**config.mk**
```make
export PLATFORM = sky130hd
export DESIGN_NAME = psd3_sqrt
export DESIGN_NICKNAME = d
export VERILOG_FILES = /design/src/rtl/psd3_pkg.sv /design/src/rtl/psd3_sqrt.sv
export SDC_FILE = /design/constraint.sdc
export NUM_CORES = 2
export LEC_CHECK = 0
export ABC_AREA = 1
export BUFFER_PORTS_ARGS = -buffer_cell sky130_fd_sc_hd__buf_2
export CAP_MARGIN = 25
export CORE_ASPECT_RATIO = 0.9
export CORE_MARGIN = 3
export CORE_UTILIZATION = 45
export DETAILED_ROUTE_END_ITERATION = 12
export HOLD_SLACK_MARGIN = 0.03
export SYNTH_ARGS = -nofsm -noshare
export SYNTH_HDL_FRONTEND = slang
export SYNTH_SLANG_ARGS = --single-unit
```
**constraint.sdc**
```tcl
create_clock -name clk_i -period 18.03 [get_ports clk_i]
set_clock_uncertainty 0.1 [all_clocks]
set_input_delay 1.803 -clock clk_i [delete_from_list [all_inputs] [get_ports clk_i]]
set_output_delay 1.803 -clock clk_i [all_outputs]
set_load 0.01 [all_outputs]
```
**src/rtl/psd3_pkg.sv**
```systemverilog
// Shared types for point_segment_distance_3d.
// No dependencies.
`default_nettype none
package psd3_pkg;

  typedef enum logic [1:0] {
    REGION_A   = 2'd0,
    REGION_B   = 2'd1,
    REGION_MID = 2'd2
  } region_e;

endpackage
`default_nettype wire

```
**src/rtl/psd3_sqrt.sv**
```systemverilog
// Pipelined integer square root, one root bit per stage (floor).
// Depends on psd3_pkg.
`default_nettype none
module psd3_sqrt #(
  parameter int OW = 25
) (
  input  wire logic              clk_i,
  input  wire logic              rst_ni,
  input  wire logic              in_valid_i,
  output logic                   in_ready_o,
  input  wire logic [2*OW-1:0]   x_i,
  input  wire psd3_pkg::region_e region_i,
  output logic                   out_valid_o,
  input  wire logic              out_ready_i,
  output logic [OW-1:0]          root_o,
  output psd3_pkg::region_e      region_o
);
  import psd3_pkg::*;

  localparam int XW = 2 * OW;

  logic [OW-1:0] vld_q;
  logic [OW:0]   rdy;
  logic [OW-1:0] vld_in;

  always_comb begin
    rdy[OW] = out_ready_i;
    for (int k = OW - 1; k >= 0; k--) begin
      rdy[k] = !vld_q[k] || rdy[k+1];
    end
  end
  assign vld_in = {vld_q[OW-2:0], in_valid_i};

  always_ff @(posedge clk_i or negedge rst_ni) begin
    if (!rst_ni) begin
      vld_q <= '0;
    end else begin
      for (int k = 0; k < OW; k++) begin
        if (rdy[k]) vld_q[k] <= vld_in[k];
      end
    end
  end

  logic [OW:0]   rem_q  [OW];
  logic [OW-1:0] root_q [OW];
  logic [XW-1:0] xs_q   [OW];
  region_e       reg_q  [OW];

  for (genvar k = 0; k < OW; k++) begin : g_stage
    logic [OW:0]   rem_p, rem_d;
    logic [OW-1:0] root_p;
    logic [XW-1:0] xs_p;
    region_e       reg_p;
    logic [OW+2:0] t, trial;
    logic          ge;
    if (k == 0) begin : g_first
      assign rem_p  = '0;
      assign root_p = '0;
      assign xs_p   = x_i;
      assign reg_p  = region_i;
    end else begin : g_next
      assign rem_p  = rem_q[k-1];
      assign root_p = root_q[k-1];
      assign xs_p   = xs_q[k-1];
      assign reg_p  = reg_q[k-1];
    end
    assign t     = {rem_p, xs_p[XW-1:XW-2]};
    assign trial = {1'b0, root_p, 2'b01};
    assign ge    = t >= trial;
    assign rem_d = ge ? (OW+1)'(t - trial) : (OW+1)'(t);
    always_ff @(posedge clk_i) begin
      if (rdy[k]) begin
        rem_q[k]  <= rem_d;
        root_q[k] <= {root_p[OW-2:0], ge};
        xs_q[k]   <= xs_p << 2;
        reg_q[k]  <= reg_p;
      end
    end
  end

  assign in_ready_o  = rdy[0];
  assign out_valid_o = vld_q[OW-1];
  assign root_o      = root_q[OW-1];
  assign region_o    = reg_q[OW-1];

endmodule
`default_nettype wire

```
==> results.yml <==
global_routing:
  antenna_found_initial: 1
  grt_max_degree: 77
  grt_pass1_wl_mm: 235
  grt_use_total: 0.173
  grt_pass1_vias: 43800
  overflow: 0
timing:
  fin_ws_ns: 10.37
  fin_setup_tns_ns: 0
  tightest_slew_ns: 1.03
  min_period_ns: 7.66
  rsz0062_at_grt: "false"
  max_slew_margin: 0.305
  holdWs_ns: 0.306
  setup_viol: 0
  period_share: 0.425
  drv_slew: 0
  max_freq_ghz: 0.131
  final-hold-violation-count: 0
yosys:
  netlist_area_um2: 74400
  ys.flop_type: "edfxtp_1"
  synth_top_cells_by_area: "edfxtp_1 63%, ha_1 5.9%, nand2_1 4.8%"
  ys_warn_count: 0
  yosysTopAreaCell: "edfxtp_1"
  synth.avg_cell_area_um2: 11.6
  synth_nets: 6797
  async_flop_share: 0.0157
  synthCells: 6389
  synth_top_area_share: 0.632
  synth-seq-cells: 1589
  yosysSeqAreaShare: 0.640
  synth-edff-count: 1564
  synth_cell_type_count: 80
die:
  core-area_um2: 163000
  die-height_um: 392
  num_rows: 140
  floorplan.initialDensity: 0.456
  die_w_um: 434
  ioPinCount: 85
  die_area_um2: 170000
drt:
  drt_iter0_drc: 3186
  via_per_inst: 4.99
  drc: 0
  drt-total-wl_mm: 147
  routedWlPerCell_um: 16.4
  via_count: 44600
  drt-pass1-iter-count: 6
  drtAntennaViolNets: 0
setup_path:
  crit_type: "in2out"
  end_kind: "primary output"
  critPathLaunchType: "input port"
  worstReg2RegStart: "vld_q[24]"
  crit_path_start: "out_ready_i"
  critPathMaxFanout: 76
  arrival_ns: 5.76
  critical_path_required_ns: 16.13
  r2r_slack_ns: 13.27
worst_hold_path:
  hold_class: "reg2reg"
  min_from: "xs_q[3][26]"
placed_design:
  dpl_worst_slack_ns: 10.21
  place.detailed.hpwl_mm: 111
  gp_congestion: 0.880
  port_buffers: 84
clock_tree:
  cts-resized-gates: 0
  hold_buffers: 0
  cts_tree: "done"
  root_buffer: "clkbuf_16"
  clock_latency_ns: 0.80
  cts_setup_buffers: 0
  cts-htree-levels: 4
  cts_buffers: 161
  clkSlewWorstSetupHoldPaths_ns: 0.06
  clkSinkCount: 1589
  clockBufferDepth: 3
pwr:
  ir_drop_uv: 87.1
  p_leak_nw: 33.8
  cellPowerDensity_nw_per_um2: 139
  power_mw: 11.6
outcome:
  status: "complete, no violations"
run:
  cap_viol_max_count: 0
finish:
  utilization: 0.509
  area_growth_pct: 11.7
  drive_gt1_frac: 0.0791
  nets: 7014
  antenna_cells: 0
[power by group]
part / switching [mW] / leakage (nW) / total, mW / internal [mW]
Sequential: 0.557 / 15.6 / 5.76 / 5.20
Combinational: 1.54 / 15.6 / 2.41 / 0.867
Clock: 1.42 / 2.67 / 3.40 / 1.98
Total: 3.52 / 33.8 / 11.6 / 8.05
[critical path: stages]
cell and delay, ns:
buf_2 0.07, inv_1 0.05, nand3_2 0.10, nor2_4 0.05
nand4_4 0.05, buf_4 0.58, nor2_4 0.07, nand4_4 0.09
buf_4 0.60, nor2_4 0.08, nand4_4 0.12, nor2_4 0.07
nand4_4 0.08, nor2_4 0.05, nand4_4 0.05, buf_4 0.70
nor2_4 0.09, nand3_2 0.09, buf_4 0.55, buf_2 0.25
[worst paths after layout]
check                      cells after the start          end
hold / removal                                 0  xs_q[3][76]
hold reg to reg                                0  xs_q[3][76]
setup reg to reg                              15  xs_q[2][40]
setup / recovery                              20   in_ready_o
max in group asynchronous                      1    vld_q[17]
min in group asynchronous                      1     vld_q[0]
[layout make-up]
cell class              instances  area [um2]
clock inverters                94        1240
well taps                    2201        2750
flip-flops and latches       1589       47600
fillers                     14100       80000
inverters                     887        3330
clock buffers                 204        4320
multi-input cells            3852       23100
repair buffers                115         693
[cell usage in the layout (no fill, tap or decap), types with 98 or more instances in the layout]
cell       netlist  routed
a21oi_1        388     388
clkbuf_16        0     162
edfxtp_1      1564    1564
ha_1           352     352
inv_1          869     857
nand2_1        945     940
nand3_1        161     161
nor2_1         540     540
nor3_1          98      98
o21ai_0        416     416
xnor2_1        184     184
xor2_1         290     290
[metrics by stage]
step	cells	cell area (um2)
3_3_place_gp	8642	77500
4_1_cts	8941	83000
5_1_grt	8942	83100
3_5_place_dp	8643	77500
6_report	8942	83100
2_1_floorplan	6389	74400
[Yosys cell counts, types with 23 or more instances]
cell / instances
buf_2: 24
nand2_1: 945
inv_1: 869
o211ai_1: 23
nor3_1: 98
o21ai_1: 35
o21a_1: 27
a21oi_1: 388
o21ai_0: 416
nor4_1: 47
clkbuf_1: 25
xor2_1: 290
a31oi_1: 28
nor2_1: 540
nand4_1: 53
dfrtp_1: 25
xnor2_1: 184
edfxtp_1: 1564
nand3_1: 161
or2_2: 28
ha_1: 352
[layer usage]
layer | track usage | vias up | part of all wire
met5 | 0 | - | 0
met3 | 0.0267 | 214 | 0.039
li1 | - | 22600 | -
met4 | 0.0428 | 0 | 0.020
met2 | 0.288 | 752 | 0.48
met1 | 0.239 | 21000 | 0.47
[sequential cells by signal, indices dropped and copies added (netlist names)]
signal / flops
reg_q: 50
xs_q: 600
vld_q: 25
root_q: 325
rem_q: 589
[logic make-up after synthesis]
| group | Yosys count | share of synthesized area |
|---|---|---|
| AO/OA/AOI/OAI | 1041 | 0.0783 |
| XOR/XNOR | 474 | 0.0558 |
| adder cells (fa/ha/maj) | 352 | 0.0592 |
| buffers and inverters | 948 | 0.0490 |
| flip-flops | 1589 | 0.640 |
| other | 1 | 0.0000504 |
| AND/OR/NAND/NOR | 1984 | 0.118 |
No activity file was read; power rests on OpenSTA's default activity.
